[src/sv/fixed_point_square_root_core_defines.svh]
// assertion macros shared by the rtl
`ifndef FIXED_POINT_SQUARE_ROOT_CORE_DEFINES_SVH
`define FIXED_POINT_SQUARE_ROOT_CORE_DEFINES_SVH

`ifndef NO_ASSERTIONS
// condition holds at every clock edge out of reset
`define FPS_ASSERT(label, expr) \
  label: assert property (@(posedge clk) disable iff (rst) (expr)) \
    else $error("fixed_point_square_root_core check failed");
// condition holds in the cycle after a trigger
`define FPS_ASSERT_NEXT(label, pre, post) \
  label: assert property (@(posedge clk) disable iff (rst) (pre) |=> (post)) \
    else $error("fixed_point_square_root_core check failed");
`else
`define FPS_ASSERT(label, expr)
`define FPS_ASSERT_NEXT(label, pre, post)
`endif

`endif

[src/sv/fpsqrt_pkg.sv]
package fpsqrt_pkg;

  localparam int FRAC_BITS = 24;
  localparam int OP_W      = 32;
  localparam int ROOT_W    = 28;
  localparam int M_W       = 24;
  localparam int E_W       = 6;
  localparam int LEAD_W    = 5;
  localparam int D_W       = 26;
  localparam int Q_W       = 25;

  // truncated 2^24 * .41731, .59016, .7071067811
  localparam logic [M_W-1:0] COEF_A = 24'd7001300;
  localparam logic [M_W-1:0] COEF_B = 24'd9901241;
  localparam logic [M_W-1:0] COEF_C = 24'd11863283;

  // per item context carried down the pipe
  typedef struct packed {
    logic                  zero;
    logic [M_W-1:0]        m;
    logic signed [E_W-1:0] e;
    logic [D_W-1:0]        keep;
  } ctx_t;

  // one beat between divider cells
  typedef struct packed {
    logic           valid;
    ctx_t           ctx;
    logic [D_W-1:0] dvsr;
    logic [D_W-1:0] rem;
    logic           lsb;
    logic [Q_W-1:0] quot;
  } div_beat_t;

endpackage

[src/sv/fpsqrt_norm.sv]
module fpsqrt_norm (
  input  logic                            clk,
  input  logic                            rst,
  input  logic                            en,
  input  logic                            in_valid,
  input  logic [fpsqrt_pkg::OP_W-1:0]     operand,
  output logic                            out_valid,
  output fpsqrt_pkg::ctx_t                out_ctx
);
  import fpsqrt_pkg::*;

  logic              a_valid;
  logic              a_zero;
  logic [OP_W-2:0]   a_v;
  logic [LEAD_W-1:0] a_lead;
  logic [LEAD_W-1:0] lead_next;
  logic [OP_W-2:0]   sh;

  // leading one position
  always_comb begin
    lead_next = '0;
    for (int i = 0; i < OP_W - 1; i++) begin
      if (operand[i]) lead_next = LEAD_W'(i);
    end
  end

  // first stage: find the leading one
  always_ff @(posedge clk) begin
    if (rst) begin
      a_valid <= 1'b0;
    end else if (en) begin
      a_valid <= in_valid;
    end
    if (en) begin
      a_zero <= (operand == '0) || operand[OP_W-1];
      a_v    <= operand[OP_W-2:0];
      a_lead <= lead_next;
    end
  end

  // bring the leading one to bit 23
  always_comb begin
    if (a_lead > LEAD_W'(M_W - 1)) begin
      sh = a_v >> (a_lead - LEAD_W'(M_W - 1));
    end else begin
      sh = a_v << (LEAD_W'(M_W - 1) - a_lead);
    end
  end

  // second stage: shifted mantissa and exponent
  always_ff @(posedge clk) begin
    if (rst) begin
      out_valid <= 1'b0;
    end else if (en) begin
      out_valid <= a_valid;
    end
    if (en) begin
      out_ctx.zero <= a_zero;
      out_ctx.m    <= sh[M_W-1:0];
      out_ctx.e    <= $signed({1'b0, a_lead}) - E_W'(signed'(M_W - 1));
      out_ctx.keep <= '0;
    end
  end

endmodule

[config.mk]
export PLATFORM = sky130hd
export DESIGN_NAME = fpsqrt_norm
export DESIGN_NICKNAME = d
export VERILOG_FILES = /design/src/sv/fixed_point_square_root_core_defines.svh /design/src/sv/fpsqrt_pkg.sv /design/src/sv/fpsqrt_norm.sv
export SDC_FILE = /design/constraint.sdc
export NUM_CORES = 1
export LEC_CHECK = 0
export ABC_AREA = 1
export BUFFER_PORTS_ARGS = -buffer_cell sky130_fd_sc_hd__buf_2
export CAP_MARGIN = 0
export CORE_MARGIN = 5
export CORE_UTILIZATION = 57
export DETAILED_ROUTE_END_ITERATION = 8
export GPL_TIMING_DRIVEN = 0
export PLACE_DENSITY_LB_ADDON = 0.2
export SKIP_LAST_GASP = 1
export SYNTH_ARGS = -nofsm -noshare
export SYNTH_HDL_FRONTEND = slang
export SYNTH_SLANG_ARGS = --single-unit
[constraint.sdc]
create_clock -name clk -period 2.5 [get_ports clk]
set_clock_uncertainty 0.15 [all_clocks]
set_input_delay 0 -clock clk [delete_from_list [all_inputs] [get_ports clk]]
set_output_delay 0 -clock clk [all_outputs]
set_load 0.02 [all_outputs]
# Yosys cells after proc, flatten, opt, wreduce, memory -nomap -nowiden
# Index checks and enable logic that the tools add are counted.
[totals]
ff_bits = 70
input_bits = 36
output_inout_bits = 58
elab_cells = 52
[op_classes]
add_sub_neg = 3
order_cmp = 1
shifts = 2
mux = 30
n_reduce_logical = 5
[op_table]
columns = ["op", "count"]
rows = [
  ["$mux 5", 14],
  ["$logic_not 32->1", 1],
  ["$mux 4", 8],
  ["$shl 31x5->24", 1],
  ["$shr 31x5->24", 1],
  ["$mux 24", 1],
  ["$reduce_or 15->1", 1],
  ["$mux 3", 4],
  ["$reduce_or 7->1", 1],
  ["$sub 5x5->6 const B", 1],
  ["$gt 5x5->1 const B", 1],
  ["$sub 5x5->5 const A", 1],
  ["$sub 5x5->5 const B", 1],
  ["$mux 2", 2],
  ["$reduce_or 3->1", 1],
  ["$logic_or 1x1->1", 1],
  ["$mux 1", 1],
]

# Depth between registers and ports, before layout
# Gate-level depths: netlist of the first run.
[depth]
word_depth = 29
depth_mapped = 29
depth_no_buf = 29

# Least setup slack after synthesis of the first run
# No wires, ideal clock.
[synth_timing]
path_kind = "reg-to-reg"
from = "register a_lead[0]"
to = "register out_ctx[42] (netlist bit), data pin"
setup_time_ps = 256
t_arrival_ps = 1888
required_ps = 2094
slack_ps = 206
path_stages_with_launch = 11
path_buffers = 2
synth_period_minus_slack_ps = 2294
path_cell_list = "edfxtp_1 > ha_1 > buf_2 > inv_1 > clkbuf_1 > nand3_1 > a31oi_1 > nand2_1 > a32o_1 > nand2_1 > nand2_1"
[synth_between]
elab_chain_len = 3
[synth_rtl]
columns = ["element", "line_no", "source"]
rows = [
  ["from (decl)", "fpsqrt_norm.sv:15", "logic [LEAD_W-1:0] a_lead;"],
  ["from (signal assigned)", "fpsqrt_norm.sv:37", "a_lead <= lead_next;"],
  ["$sub 5x5->5, on equally long branches", "fpsqrt_norm.sv:46, fpsqrt_norm.sv:44", ""],
  ["$shl 31x5->24 or $shr 31x5->24 (tied branches)", "fpsqrt_norm.sv:46, fpsqrt_norm.sv:44", ""],
  ["$mux 24 *", "fpsqrt_norm.sv:43", "if (a_lead > LEAD_W'(M_W - 1)) begin"],
  ["via sh[10]", "fpsqrt_norm.sv:17", "logic [OP_W-2:0] sh;"],
  ["to (decl)", "fpsqrt_norm.sv:8", "output fpsqrt_pkg::ctx_t out_ctx"],
]
# The timed path passes the listed nets; every way through them passes the cells marked *.
# A chain may end at the register's enable or synchronous reset.

# Final worst setup path of the first run
[layout_timing]
from = "register a_lead[0]"
to = "register out_ctx[43] (netlist bit), data pin"
# Same word-level chain as after synthesis.

==> results.md, run 1 <==
Synthesis:
- For this run, the number of Yosys warnings is 0.
- Sequential cells were found to cover 39.3% of the synthesized design area.
- Counting distinct cell types in the post-synthesis netlist gives 39.
- The count of state elements after synthesis is 70.
- Ranked by total cell area, the synthesized netlist is headed by sky130_fd_sc_hd__edfxtp_1 (39%), sky130_fd_sc_hd__nand2_1 (17%), sky130_fd_sc_hd__o21ai_0 (9.4%), sky130_fd_sc_hd__inv_1 (5.7%), sky130_fd_sc_hd__a21oi_1 (4.3%).
- The average cell area after synthesis is about 7 um^2.
- The count of mapped cells out of synthesis is roughly 750.
- The post-synth design cell area is approximately 0.0053 mm^2.
- The leading area contributor after synthesis is sky130_fd_sc_hd__edfxtp_1.
- Of the post-synthesis cell area, the dominant cell type holds approximately two fifths.

Final layout:
- The area taken by flip-flops and latches is between 0.002 and 0.0025 mm^2.
- The filler cells instantiated in the layout total 700.
- The final cell utilization of the core is 72.5%.
- The non-filler instance count after layout is between 1000 and 1500.
- Of the cells placed in the final design, the portion with a size suffix greater than 1 is between 10% and 20%.
- The repair_antennas step left the layout with diodes totalling 0.
- The synthesis-to-layout area growth is 25.3%.
- The final net count is between 900 and 1000.
- In the final layout, the multi-input gates occupy roughly 0.0027 mm^2.

Clocking:
- CTS built an H-tree with a depth of 3.
- The CTS tree is done.
- The tree built by TritonCTS fans out to 70 sinks.
- The root buffer cell chosen for the clock tree is sky130_fd_sc_hd__clkbuf_8.
- Counting the buffers created by CTS gives 9.
- Counting along the longest clock path gives a buffer depth of 2.
- The later-pin clock latency in the skew report is ~0.36 ns.
- The clock transition at the registers of the reported paths is about 0.09 ns.

Critical path:
- The element type at the critical path start is a register.
- The arrival time at the worst endpoint is roughly 2.5 ns.
- The worst reg2reg path startpoint is a_lead[0]$_SDFFCE_PP0P_.
- The worst endpoint required time is ~2.5 ns.
- The depth of the most critical reg-to-reg path is 10.
- The worst setup path is captured at a register.
- The largest driver fanout on the critical path is 10.
- The worst setup path is of the register to register kind.
- The startpoint of the most critical setup path is a_lead[0]$_SDFFCE_PP0P_.

Drt:
- The per-cell via count in the routed design is ~5.7.
- The number of design-rule violations left by the first detailed-router iteration is 614.
- The pre-antenna-repair detailed-routing pass consisted of 6 iterations.
- In the routed design, unresolved DRC markers number 0.
- The wire length after detailed routing is 18200 um.
- The detailed-route via count is around 5800.
- The count of nets left with antenna violations once routing finished came out at 0.
- After detailed routing, the average wire length per cell comes to 18.0 um.

Floorplanning:
- Once the floorplan was initialized, standard cells occupied 57.9% of the core.
- The height of the die is 106 um.
- The die covers ~0.011 mm^2.
- The placeable core region is around 0.0092 mm^2.
- The initialized floorplan defines 35 standard-cell rows.
- During I/O placement, the number of pins put on the boundary was 94.
- The overall die width is roughly 110 um.

Power:
- Power spread over the standard cell area amounts to 618 mW/mm^2.
- In this run the power spent charging and discharging nets is approximately 1.6 mW.
- Of the total power, combinational logic draws between 30% and 40%.
- Total power for the finished layout comes to just over 4 mW.
- IR analysis of the VDD net gives a maximum drop of approximately 300 uV.
- The clock network accounts for between 20% and 30% of the total power.
- The internal power is around 2.5 mW.
- The leakage power is 3.15 nW.
- The share of total power dissipated in sequential elements is a little over a third.
- The switching portion of total power is between 30% and 40%.

Min path:
- The path class of the lowest-slack min-delay path is primary input to register.
- In this run the most critical hold path is launched from en.
- Counting instances, the worst hold path has a depth of 1.

Status:
- The flow ran to the end, but the final reports show violations.
- The checks that failed: setup timing.

STA:
- Across all setup checks in the final design, the least slack found is -0.0562 ns.
- The highest achievable clock rate is just under 400 MHz.
- Setup repair after global routing could not meet its margin everywhere.
- The number of setup violations in the final report is 3.
- The number of pins exceeding their max-slew limit in the final report is 0.
- In the final timing run, aggregate negative setup slack is -0.0640 ns.
- For the finished layout, the period the worst path requires is 2.56 ns.
- In the finished design, the share of the clock period the worst path needs comes to 102%.
- The transition time at the pin with the least slew margin is 0.879 ns.
- The worst relative slew slack is around 41%.
- The count of final hold-check violations is 0.

Global route:
- Global routing consumed, over all layers together, roughly a third of the routing resources.
- The number of antenna violations at the first check in global routing came to 0.
- The number of global-route vias before repair is between 5000 and 6000.
- Entering global routing, the biggest net connects 72 pins.
- The first global-routing pass estimated between 20000 and 30000 um of wire.
- The total overflow reported by the global router is 0.

Placed design:
- Detailed placement finished with a half-perimeter wire length of ~13000 um.
- Counting tap cells, the placed design contains a total of approximately 960 instances.
- The count of port buffers added during placement is between 60 and 70.
- The congestion estimate from routability-driven global placement came to 1.00.

Flow run:
- Across the run, the number of max-cap violations was 0.
-- final timing paths --
path                                  end  slack [ns]
setup / recovery    out_ctx[43]$_DFFE_PP_       -0.06
hold / removal    a_lead[2]$_SDFFCE_PP1P_        0.12
setup reg to reg    out_ctx[43]$_DFFE_PP_       -0.06
hold reg to reg     out_ctx[56]$_DFFE_PP_        0.28
-- final cells by class --
class | instances | share of cell area, %
buffer | 64 | 6.31
clock buffer | 9 | 1.87
clock inverter | 7 | 1.47
inverter | 84 | 4.84
multi-input combinational | 560 | 41.1
sequential | 70 | 31.4
tap | 111 | 2.09
timing repair buffer | 107 | 10.9
-- repair_timing --
action                                  CTS  global route
endpoints found under the setup margin   24            24
hold endpoints to repair                 38             0
resized for setup                        32            69
buffers inserted                          3             3
hold buffers                             34             0
pin swaps                                 2             6
gates cloned                              0             0
-- per-layer routing --
metal  part of all wire, %  global-route usage, %  vias to the layer above
li1                      -                      -                     2756
met1                    38                   39.7                     2560
met2                    47                   51.2                      401
met3                   8.4                   5.10                       76
met4                   6.6                   19.5                        0
met5                     0                      0                        -
-- cell usage after synthesis --
cell type	number
sky130_fd_sc_hd__nand2_1	243
sky130_fd_sc_hd__o21ai_0	100
sky130_fd_sc_hd__inv_1	80
sky130_fd_sc_hd__edfxtp_1	68
sky130_fd_sc_hd__nor2_1	49
sky130_fd_sc_hd__a21oi_1	46
sky130_fd_sc_hd__buf_4	29
sky130_fd_sc_hd__nand3_1	29
sky130_fd_sc_hd__o211ai_1	17
sky130_fd_sc_hd__clkbuf_1	16
sky130_fd_sc_hd__buf_2	14
sky130_fd_sc_hd__o22ai_1	8
sky130_fd_sc_hd__mux2i_1	6
sky130_fd_sc_hd__a31oi_1	5
sky130_fd_sc_hd__o221ai_1	5
sky130_fd_sc_hd__a32o_1	4
sky130_fd_sc_hd__buf_1	4
sky130_fd_sc_hd__nor3_1	4
sky130_fd_sc_hd__ha_1	3
sky130_fd_sc_hd__inv_2	3
sky130_fd_sc_hd__buf_6	2
sky130_fd_sc_hd__dfxtp_1	2
sky130_fd_sc_hd__a21boi_0	1
sky130_fd_sc_hd__a221o_1	1
sky130_fd_sc_hd__a311oi_1	1
sky130_fd_sc_hd__and2_1	1
sky130_fd_sc_hd__and3_1	1
sky130_fd_sc_hd__conb_1	1
sky130_fd_sc_hd__inv_4	1
sky130_fd_sc_hd__nand2_2	1
sky130_fd_sc_hd__nor2_2	1
sky130_fd_sc_hd__nor2_4	1
sky130_fd_sc_hd__nor3_4	1
sky130_fd_sc_hd__nor4_1	1
sky130_fd_sc_hd__o21ai_1	1
sky130_fd_sc_hd__o21bai_1	1
sky130_fd_sc_hd__o31ai_1	1
sky130_fd_sc_hd__or2_1	1
sky130_fd_sc_hd__xor2_2	1
-- registers in the layout, indices dropped and copies added, names as in the netlist --
name       flops
out_valid      1
a_zero         1
a_valid        1
out_ctx       31
a_v           31
a_lead         5
-- stage by stage --
step | setup WS [ns] | hold WS [ns] | cell area [um^2]
after global placement | -0.290 | 0.0232 | 5870
after floorplan | 0.206 | -0.0809 | 5390
after CTS | -0.0182 | 0.201 | 6500
after global routing | -0.0959 | 0.170 | 6640
final | -0.0562 | 0.118 | 6640
after detailed placement | -0.320 | 0.0292 | 5870
-- power groups by stage --
| stage | logic [mW] | registers, mW | clock network, mW |
|---|---|---|---|
| 3_3_place_gp | 1.31 | 1.49 | 0 |
| 3_5_place_dp | 1.33 | 1.50 | 0 |
| 5_1_grt | 1.68 | 1.48 | 1.12 |
| 2_1_floorplan | 0.847 | 1.55 | 0 |
| 4_1_cts | 1.43 | 1.47 | 1.05 |
| 6_report | 1.56 | 1.48 | 1.06 |
-- worst max-delay path, stage by stage, from the launching register on --
cell and delay [ns]:
sky130_fd_sc_hd__edfxtp_1 0.47, sky130_fd_sc_hd__ha_4 0.36, sky130_fd_sc_hd__clkinvlp_4 0.15, sky130_fd_sc_hd__clkbuf_4 0.21, sky130_fd_sc_hd__nand2_1 0.07, sky130_fd_sc_hd__o21ai_0 0.17, sky130_fd_sc_hd__o21ai_1 0.23, sky130_fd_sc_hd__nand2_1 0.07
sky130_fd_sc_hd__a32o_1 0.29, sky130_fd_sc_hd__nand2_1 0.07, sky130_fd_sc_hd__nand2_1 0.06
-- kinds of logic after synthesis --
kind of cell	count (synthesis)	synth area share, %
buffers and inverters	149	13.3
flip-flops	70	39.3
AO/OA/AOI/OAI	191	20.2
adder cells (fa/ha/maj)	3	0.708
other	1	0.0708
XOR/XNOR	1	0.307
AND/OR/NAND/NOR	333	25.0
multiplexers	6	1.13
-- cell usage in the layout (no fill, tap or decap), types with 6 or more instances in the layout --
cell type                       netlist  routed
sky130_fd_sc_hd__clkbuf_2             0      10
sky130_fd_sc_hd__o211ai_1            17      17
sky130_fd_sc_hd__a21oi_2              0       9
sky130_fd_sc_hd__a21oi_1             46      37
sky130_fd_sc_hd__buf_4               29      35
sky130_fd_sc_hd__edfxtp_1            68      68
sky130_fd_sc_hd__o21ai_2              0      10
sky130_fd_sc_hd__o21ai_1              1      35
sky130_fd_sc_hd__nand3_1             29      29
sky130_fd_sc_hd__o22ai_1              8       7
sky130_fd_sc_hd__dlygate4sd3_1        0      34
sky130_fd_sc_hd__o21ai_0            100      56
sky130_fd_sc_hd__clkbuf_8             0       9
sky130_fd_sc_hd__buf_2               14      73
sky130_fd_sc_hd__nand2_1            243     242
sky130_fd_sc_hd__clkbuf_4             0       6
sky130_fd_sc_hd__inv_1               80      78
sky130_fd_sc_hd__nor2_1              49      47
sky130_fd_sc_hd__conb_1               1      26
Note: power is estimated with default switching activity, not from simulation.
==> run 2: changes to the inputs <==
--- a/config.mk
+++ b/config.mk
@@ -13,6 +13,7 @@
 export DETAILED_ROUTE_END_ITERATION = 8
 export GPL_TIMING_DRIVEN = 0
 export PLACE_DENSITY_LB_ADDON = 0.2
+export REMOVE_ABC_BUFFERS = 1
 export SKIP_LAST_GASP = 1
 export SYNTH_ARGS = -nofsm -noshare
 export SYNTH_HDL_FRONTEND = slang
==> run 2 against run 1 <==
Effect of this change:
- the run still ends with setup timing left
- largest cell class unchanged
- cell area up 0.62%
- clock power up 11%
- first-iteration DRC count up 16%
- die area unchanged
- global-route usage up 0.25 points
- critical path depth up 1
- utilization up 0.45 points
- clock-buffer cell count up 1
- register-to-register slack better by 0.03 ns
- combinational power up 4%
- sequential share of layout area down 0.19 points
==> results.md, run 2 (synthesis gave the netlist of run 1 again) <==
Critical path:
- The endpoint of the worst register-to-register path is out_ctx[44]$_DFFE_PP_.
- The master of the slowest instance on the critical path is sky130_fd_sc_hd__edfxtp_1.
- The worst setup path is captured at a register.
- The critical path's largest stage delay is 0.52 ns (+0.05 ns).
- The arrival time at the worst endpoint is 2.45 ns (-0.07 ns).
- The depth of the most critical reg-to-reg path is 11 (+1).
- The critical path goes through ha_4 -> nand2_4 -> inv_2 -> nor2_4 -> buf_12 -> clkinvlp_4 -> o21ai_1 -> nand2_1 -> a32o_1 -> nand2_1 -> o21ai_0.
- The worst endpoint required time was 2.42 ns (-0.04 ns).
- The worst-case register-to-register setup slack is -0.02 ns (+0.03 ns).
- The largest driver fanout on the critical path came to 7 (-3).
- STA classifies the critical path startpoint as a register.
- The cell with the most instances on the worst path is sky130_fd_sc_hd__nand2_1.
- The count of buffering cells on the critical path with inverters included is 3 (+1).
- The startpoint-to-endpoint class of the critical path is register to register.
- The kind of cell adding the most delay to the critical path is compound AO/OA/AOI/OAI gates.
- The worst reg2reg path startpoint is a_lead[1]$_SDFFCE_PP1P_.

STA:
- The number of pins exceeding their max-slew limit in the final report is 0 (unchanged).
- The worst relative slew slack is 43.2% (+1.8 points).
- Setup repair after global routing could not meet its margin everywhere.
- The final period demand of the worst path is 2.52 ns (-0.0336 ns).
- The count of final hold-check violations was 0 (unchanged).
- The transition time at the pin with the least slew margin came to 0.853 ns (-0.0263 ns).
- The number of setup violations in the final report is 2 (-1).
- The worst-case hold slack is 0.125 ns (+0.00720 ns).
- The accumulated negative setup slack is -0.0378 ns (+0.0262 ns).
- The final worst-path setup slack is -0.0225 ns (+0.0336 ns).
- The ratio of final minimum period to clock period is 101% (-1.3 points).
- The highest achievable clock rate came to 396 MHz (+1.3%).

Clocking:
- The total number of clock tree sinks is 70 (unchanged).
- The buffer type at the clock tree root is sky130_fd_sc_hd__clkbuf_8.
- The depth of the CTS H-tree is 3 (unchanged).
- The clock transition at the registers of the reported paths came to 0.09 ns (about the same).
- The CTS tree is done.
- The number of buffers added by the clock tree synthesis step was 9 (unchanged).
- The maximum root-to-sink buffer count is 2 (unchanged).
- The later-pin clock latency in the skew report is 0.36 ns (about the same).

Global route:
- The largest net degree at the start of global routing is 72 (unchanged).
- The overall global routing resource usage was 31.9% (+0.25 points).
- The number of global-route vias before repair is 5505 (+1.0%).
- The number of antenna violations at the first check in global routing is 0 (unchanged).
- The total overflow reported by the global router came to 0 (unchanged).
- The wire length of the first global-routing pass came to 28300 um (+1.7%).

Drt:
- The number of design-rule violations left by the first detailed-router iteration is 710 (+16%).
- The number of antenna-violating nets in the routed design was 0 (unchanged).
- The detailed-route via count was 5878 (+1.5%).
- The wire length after detailed routing is 18200 um (+0.18%).
- The count of TritonRoute iterations in the first routing pass was 5 (-1).
- The detail-routed net length per standard cell came to 18.5 um (+3.0%).
- The post-route DRC violation count came to 0 (unchanged).
- The per-cell via count in the routed design is 5.97 (+4.4%).

Min path:
- The count of cells along the worst hold path was 1 (unchanged).
- In this run the worst hold path is classified as primary input to register.
- The worst hold path terminates at a_lead[4]$_SDFFCE_PP1P_.
- In this run the most critical hold path is launched from en.

Power:
- The switching portion of total power was 37.7% (-0.98 points).
- The portion of total power attributed to sequential cells is 34.4% (-1.6 points).
- The power spent charging and discharging nets came to 1.61 mW (+1.4%).
- The power per cell area came to 639 mW/mm^2 (+3.4%).
- The combinational fraction of design power is 37.9% (-0.3 points).
- The worst supply voltage drop on vdd is 353 uV (+16%).
- The internal power is 2.66 mW (+5.7%).
- The leakage power is 3.07 nW (-2.4%).
- The clock share of power is 27.7% (+1.8 points).
- The total design power was 4.27 mW (+4.1%).

Floorplanning:
- The number of rows in the core area is 35 (unchanged).
- The count of pins on the block boundary is 94 (unchanged).
- The overall die width is 106 um (unchanged).
- The initial standard-cell utilization of the core was 57.9% (unchanged).
- The die footprint is 0.0113 mm^2 (unchanged).
- The height of the die is 106 um (unchanged).
- The placeable core region is 0.00915 mm^2 (unchanged).

Final layout:
- Compared with the post-synthesis result, the final layout area differs by 26.0%.
- The final cell utilization of the core came to 73.0% (+0.45 points).
- The final net count is 907 (-3.0%).
- The fraction of final layout cells sized beyond drive strength 1 is 20.3% (+0.30 points).
- The commonest non-fill, non-tap cell in the layout is sky130_fd_sc_hd__nand2_1.
- In the layout the commonest cells are sky130_fd_sc_hd__nand2_1 (239), sky130_fd_sc_hd__inv_1 (74), sky130_fd_sc_hd__edfxtp_1 (68).
- The number of diodes added for antenna fixing is 0 (unchanged).
- The largest registers in the layout are a_v x31, out_ctx x31, a_lead x5.

Flow run:
- The count of max-cap constraint violations is 0 (unchanged).

Placed design:
- The final estimated routing congestion in global placement is 0.987 (-1.5%).
- The count of port buffers added during placement was 67 (unchanged).
- The half-perimeter wire length after placement is 10900 um (-18%).

Status:
- The run finished, with violations left.
- The checks that failed: setup timing.
run 2: cell type report:
class	instances	area (um^2)
Fill cell	687	2470
Multi-Input combinational cell	563	2840
Sequential cell	70	2080
Timing Repair Buffer	135	982
Timing Repair inverter	5	35.0
Clock inverter	6	116
Tap cell	111	139
Inverter	84	344
Clock buffer	10	138
run 2: worst max path at each step:
stage	startpoint	end	slack (ns)	cells after the start
after floorplan	a_lead[0]$_SDFFCE_PP0P_	out_ctx[44]$_DFFE_PP_	-0.89	9
after global placement	a_lead[0]$_SDFFCE_PP0P_	out_ctx[32]$_DFFE_PP_	-1.72	8
after CTS	a_lead[1]$_SDFFCE_PP1P_	out_ctx[32]$_DFFE_PP_	-0.02	10
after global routing	a_lead[0]$_SDFFCE_PP0P_	out_ctx[44]$_DFFE_PP_	-0.12	10
after detailed placement	a_lead[0]$_SDFFCE_PP0P_	out_ctx[32]$_DFFE_PP_	-1.78	8
final	a_lead[1]$_SDFFCE_PP1P_	out_ctx[44]$_DFFE_PP_	-0.02	11
run 2: layer usage:
layer | part of all wire [%] | global-route usage, %
met5 | 0 | 0
met2 | 47 | 54.3
met3 | 9.9 | 5.65
met4 | 6.3 | 17.1
met1 | 37 | 38.5
run 2: per-stage QoR:
| stage | setup slack (ns) | cell area [um^2] | cells |
|---|---|---|---|
| 2_1_floorplan | -0.890 | 5010 | 714 |
| 3_3_place_gp | -1.72 | 5480 | 892 |
| 3_5_place_dp | -1.78 | 5480 | 892 |
| 4_1_cts | -0.0152 | 6460 | 976 |
| 5_1_grt | -0.120 | 6680 | 984 |
| 6_report | -0.0225 | 6680 | 984 |
run 2: what timing repair did:
action | in CTS | in global routing
resized for setup | 37 | 77
setup buffers | 28 | 6
pin swaps | 4 | 21
hold buffers | 34 | 0
endpoints found under the hold margin | 38 | 0
endpoints found under the setup margin | 27 | 24
gates cloned | 6 | 2
run 2: power by group through the flow:
stage               combinational, mW  sequential, mW  clock [mW]
floorplan                       0.741            1.58           0
global placement                 1.16            1.52           0
detailed placement               1.17            1.52           0
CTS                              1.42            1.46        1.18
global route                     1.74            1.48        1.23
finish                           1.62            1.47        1.18
==> run 3: changes to the inputs <==
==> constraint.sdc (replaced) <==
create_clock -name clk -period 2.45 [get_ports clk]
set_clock_uncertainty 0.15 [all_clocks]
set_input_delay 0 -clock clk [delete_from_list [all_inputs] [get_ports clk]]
set_output_delay 0 -clock clk [all_outputs]
set_load 0.02 [all_outputs]
==> run 3 against run 2 <==
Effect of this change:
- the run still ends with setup timing left
- worst setup slack worse by 0.098 ns
- sequential power about the same
- global-route usage down 0.23 points
- cell area up 0.75%
- cell count stayed put
- sequential share of layout area shrank 0.23 points
- first-iteration DRC count decreased by 4.8%
- sequential cell count unchanged
- power grew 2.6%
- critical path type unchanged
- largest cell class unchanged
- highest routed layer unchanged
==> results.md, run 3 (synthesis gave the netlist of run 1 again) <==
Status:
- The run finished, with violations left.
- The checks that failed: setup timing.

Critical path:
- The worst setup path is launched from a register.
- The count of buffering cells on the critical path with inverters included is 1 (-2).
- STA classifies the critical path endpoint as a register.
- In this design, the critical path's most frequently occurring cell is sky130_fd_sc_hd__nand2_1.
- The largest driver fanout on the critical path is 8 (+1).
- The worst endpoint required time came to 2.41 ns (about the same).
- The critical path goes through ha_4 -> clkinvlp_4 -> nand2_1 -> o21ai_1 -> o21ai_2 -> nand2_1 -> a32o_2 -> nand2_1 -> nand2_1.
- The arrival time at the worst endpoint was 2.53 ns (+0.08 ns).
- The critical path is of the register to register type.
- The master of the slowest instance on the critical path is sky130_fd_sc_hd__edfxtp_1.
- The critical path's largest stage delay was 0.53 ns (about the same).
- The kind of cell adding the most delay to the critical path is compound AO/OA/AOI/OAI gates.

Placed design:
- The worst setup timing slack at the placement stage was -1.83 ns (-0.0500 ns).
- The half-perimeter wire length after placement is 10900 um (unchanged).
- The count of port buffers added during placement is 67 (unchanged).
- The final estimated routing congestion in global placement is 0.987 (unchanged).

Final layout:
- The layout filler cell count is 679 (-1.2%).
- The number of diodes added for antenna fixing is 0 (unchanged).
- The fraction of final layout cells sized beyond drive strength 1 is 21.1% (+0.80 points).
- Leaving out fill and tap cells, the most frequent cells in the layout are sky130_fd_sc_hd__nand2_1 (240), sky130_fd_sc_hd__inv_1 (72), sky130_fd_sc_hd__edfxtp_1 (68).
- The largest registers in the layout are a_v x31, out_ctx x31, a_lead x5.
- The synthesis-to-layout area growth is 27.0%.
- The final net count came to 907 (unchanged).
- The final cell utilization of the core is 73.5% (+0.55 points).
- The commonest non-fill, non-tap cell in the layout is sky130_fd_sc_hd__nand2_1.

Drt:
- The wire length after detailed routing came to 18200 um (about the same).
- The per-cell via count in the routed design is 5.94 (-0.51%).
- The post-route DRC violation count is 0 (unchanged).
- The detail-routed net length per standard cell came to 18.5 um (about the same).
- The count of TritonRoute iterations in the first routing pass came to 6 (+1).
- The number of design-rule violations left by the first detailed-router iteration is 676 (-4.8%).
- The detailed-route via count is 5848 (-0.51%).
- The number of antenna-violating nets in the routed design came to 0 (unchanged).

Clocking:
- The number of buffers added by the clock tree synthesis step was 9 (unchanged).
- The depth of the CTS H-tree is 3 (unchanged).
- The root buffer cell chosen for the clock tree is sky130_fd_sc_hd__clkbuf_8.
- The maximum root-to-sink buffer count came to 2 (unchanged).
- The later-pin clock latency in the skew report is 0.36 ns (about the same).
- The CTS tree is done.
- The total number of clock tree sinks is 70 (unchanged).
- The clock transition at the registers of the reported paths is 0.09 ns (about the same).

Floorplanning:
- The die footprint is 0.0113 mm^2 (unchanged).
- The count of pins on the block boundary came to 94 (unchanged).
- The number of rows in the core area is 35 (unchanged).
- The initial standard-cell utilization of the core is 57.9% (unchanged).
- The placeable core region was 0.00915 mm^2 (unchanged).
- The overall die width came to 106 um (unchanged).
- The height of the die is 106 um (unchanged).

STA:
- Setup repair after global routing could not meet its margin everywhere.
- The count of final hold-check violations came to 0 (unchanged).
- The number of pins exceeding their max-slew limit in the final report is 0 (unchanged).
- The accumulated negative setup slack is -0.473 ns (-0.435 ns).
- The final period demand of the worst path is 2.57 ns (+0.0479 ns).
- The ratio of final minimum period to clock period came to 105% (+4.0 points).
- The worst relative slew slack is 42.3% (-0.85 points).
- The highest achievable clock rate is 389 MHz (-1.9%).
- The transition time at the pin with the least slew margin is 0.865 ns (+0.0128 ns).
- The final worst-path setup slack is -0.120 ns (-0.0979 ns).
- The number of setup violations in the final report is 12 (+10).

Global route:
- The number of global-route vias before repair is 5533 (+0.51%).
- The total overflow reported by the global router was 0 (unchanged).
- The wire length of the first global-routing pass is 28300 um (-0.22%).
- The overall global routing resource usage is 31.7% (-0.23 points).
- The largest net degree at the start of global routing is 72 (unchanged).
- The number of antenna violations at the first check in global routing is 0 (unchanged).

Power:
- The leakage power was 3.08 nW (+0.37%).
- The worst supply voltage drop on vdd came to 385 uV (+9.0%).
- The power per cell area came to 650 mW/mm^2 (+1.8%).

Min path:
- The path class of the lowest-slack min-delay path is primary input to register.

Flow run:
- The count of max-cap constraint violations is 0 (unchanged).
run 3: final timing paths:
path                            from                endpoint  slack, ns  depth (start not counted)
max reg2reg  a_lead[1]$_SDFFCE_PP1P_   out_ctx[43]$_DFFE_PP_      -0.12                          9
min                               en  out_valid$_SDFFE_PP0P_       0.13                          3
min reg2reg         a_zero$_DFFE_PP_   out_ctx[56]$_DFFE_PP_       0.28                          0
max          a_lead[1]$_SDFFCE_PP1P_   out_ctx[43]$_DFFE_PP_      -0.12                          9
run 3: worst register-to-register path, cell delays in order (launching register included):
cell	delay (ns)
sky130_fd_sc_hd__edfxtp_1	0.53
sky130_fd_sc_hd__ha_4	0.42
sky130_fd_sc_hd__clkinvlp_4	0.22
sky130_fd_sc_hd__nand2_1	0.11
sky130_fd_sc_hd__o21ai_1	0.10
sky130_fd_sc_hd__o21ai_2	0.25
sky130_fd_sc_hd__nand2_1	0.11
sky130_fd_sc_hd__a32o_2	0.31
sky130_fd_sc_hd__nand2_1	0.06
sky130_fd_sc_hd__nand2_1	0.06
run 3: final cells by class:
class	count	area, um^2	area share [%]
multi-input cells	563	2870	42.6
flip-flops and latches	70	2080	30.9
repair buffers	136	1000	14.9
inverters	84	355	5.28
well taps	111	139	2.06
clock buffers	10	138	2.05
clock inverters	6	116	1.73
repair inverters	4	30.0	0.446
run 3: stage by stage:
step                      instance area (um^2)  power (mW)  instances  hold slack (ns)
final                                     6730        4.38        984            0.129
after global routing                      6730        4.57        984            0.154
after CTS                                 6500        4.17        978            0.182
after detailed placement                  5480        2.75        892           0.0275
after global placement                    5480        2.74        892           0.0195
after floorplan                           5010        2.36        714          -0.0809
run 3: repair_timing:
| item | CTS | global route |
|---|---|---|
| cloned | 6 | 1 |
| endpoints found under the setup margin | 27 | 25 |
| hold buffers | 34 | 0 |
| hold endpoints to repair | 38 | 0 |
| pin swaps | 4 | 29 |
| buffers inserted | 30 | 8 |
| gates resized for setup | 47 | 81 |
run 3: where the power goes:
| group | internal [mW] | switching, mW | leakage (nW) |
|---|---|---|---|
| Combinational | 0.569 | 1.10 | 2.26 |
| Clock | 0.713 | 0.491 | 0.127 |
| Sequential | 1.45 | 0.0521 | 0.695 |
| Total | 2.73 | 1.65 | 3.08 |
run 3: per-layer routing:
| layer | vias to the layer above | part of all wire (%) | GRT usage [%] |
|---|---|---|---|
| met5 | - | 0 | 0 |
| met4 | 0 | 6.3 | 15.7 |
| met3 | 101 | 9.6 | 4.68 |
| met2 | 416 | 47 | 54.3 |
| met1 | 2629 | 37 | 39.0 |
| li1 | 2702 | - | - |
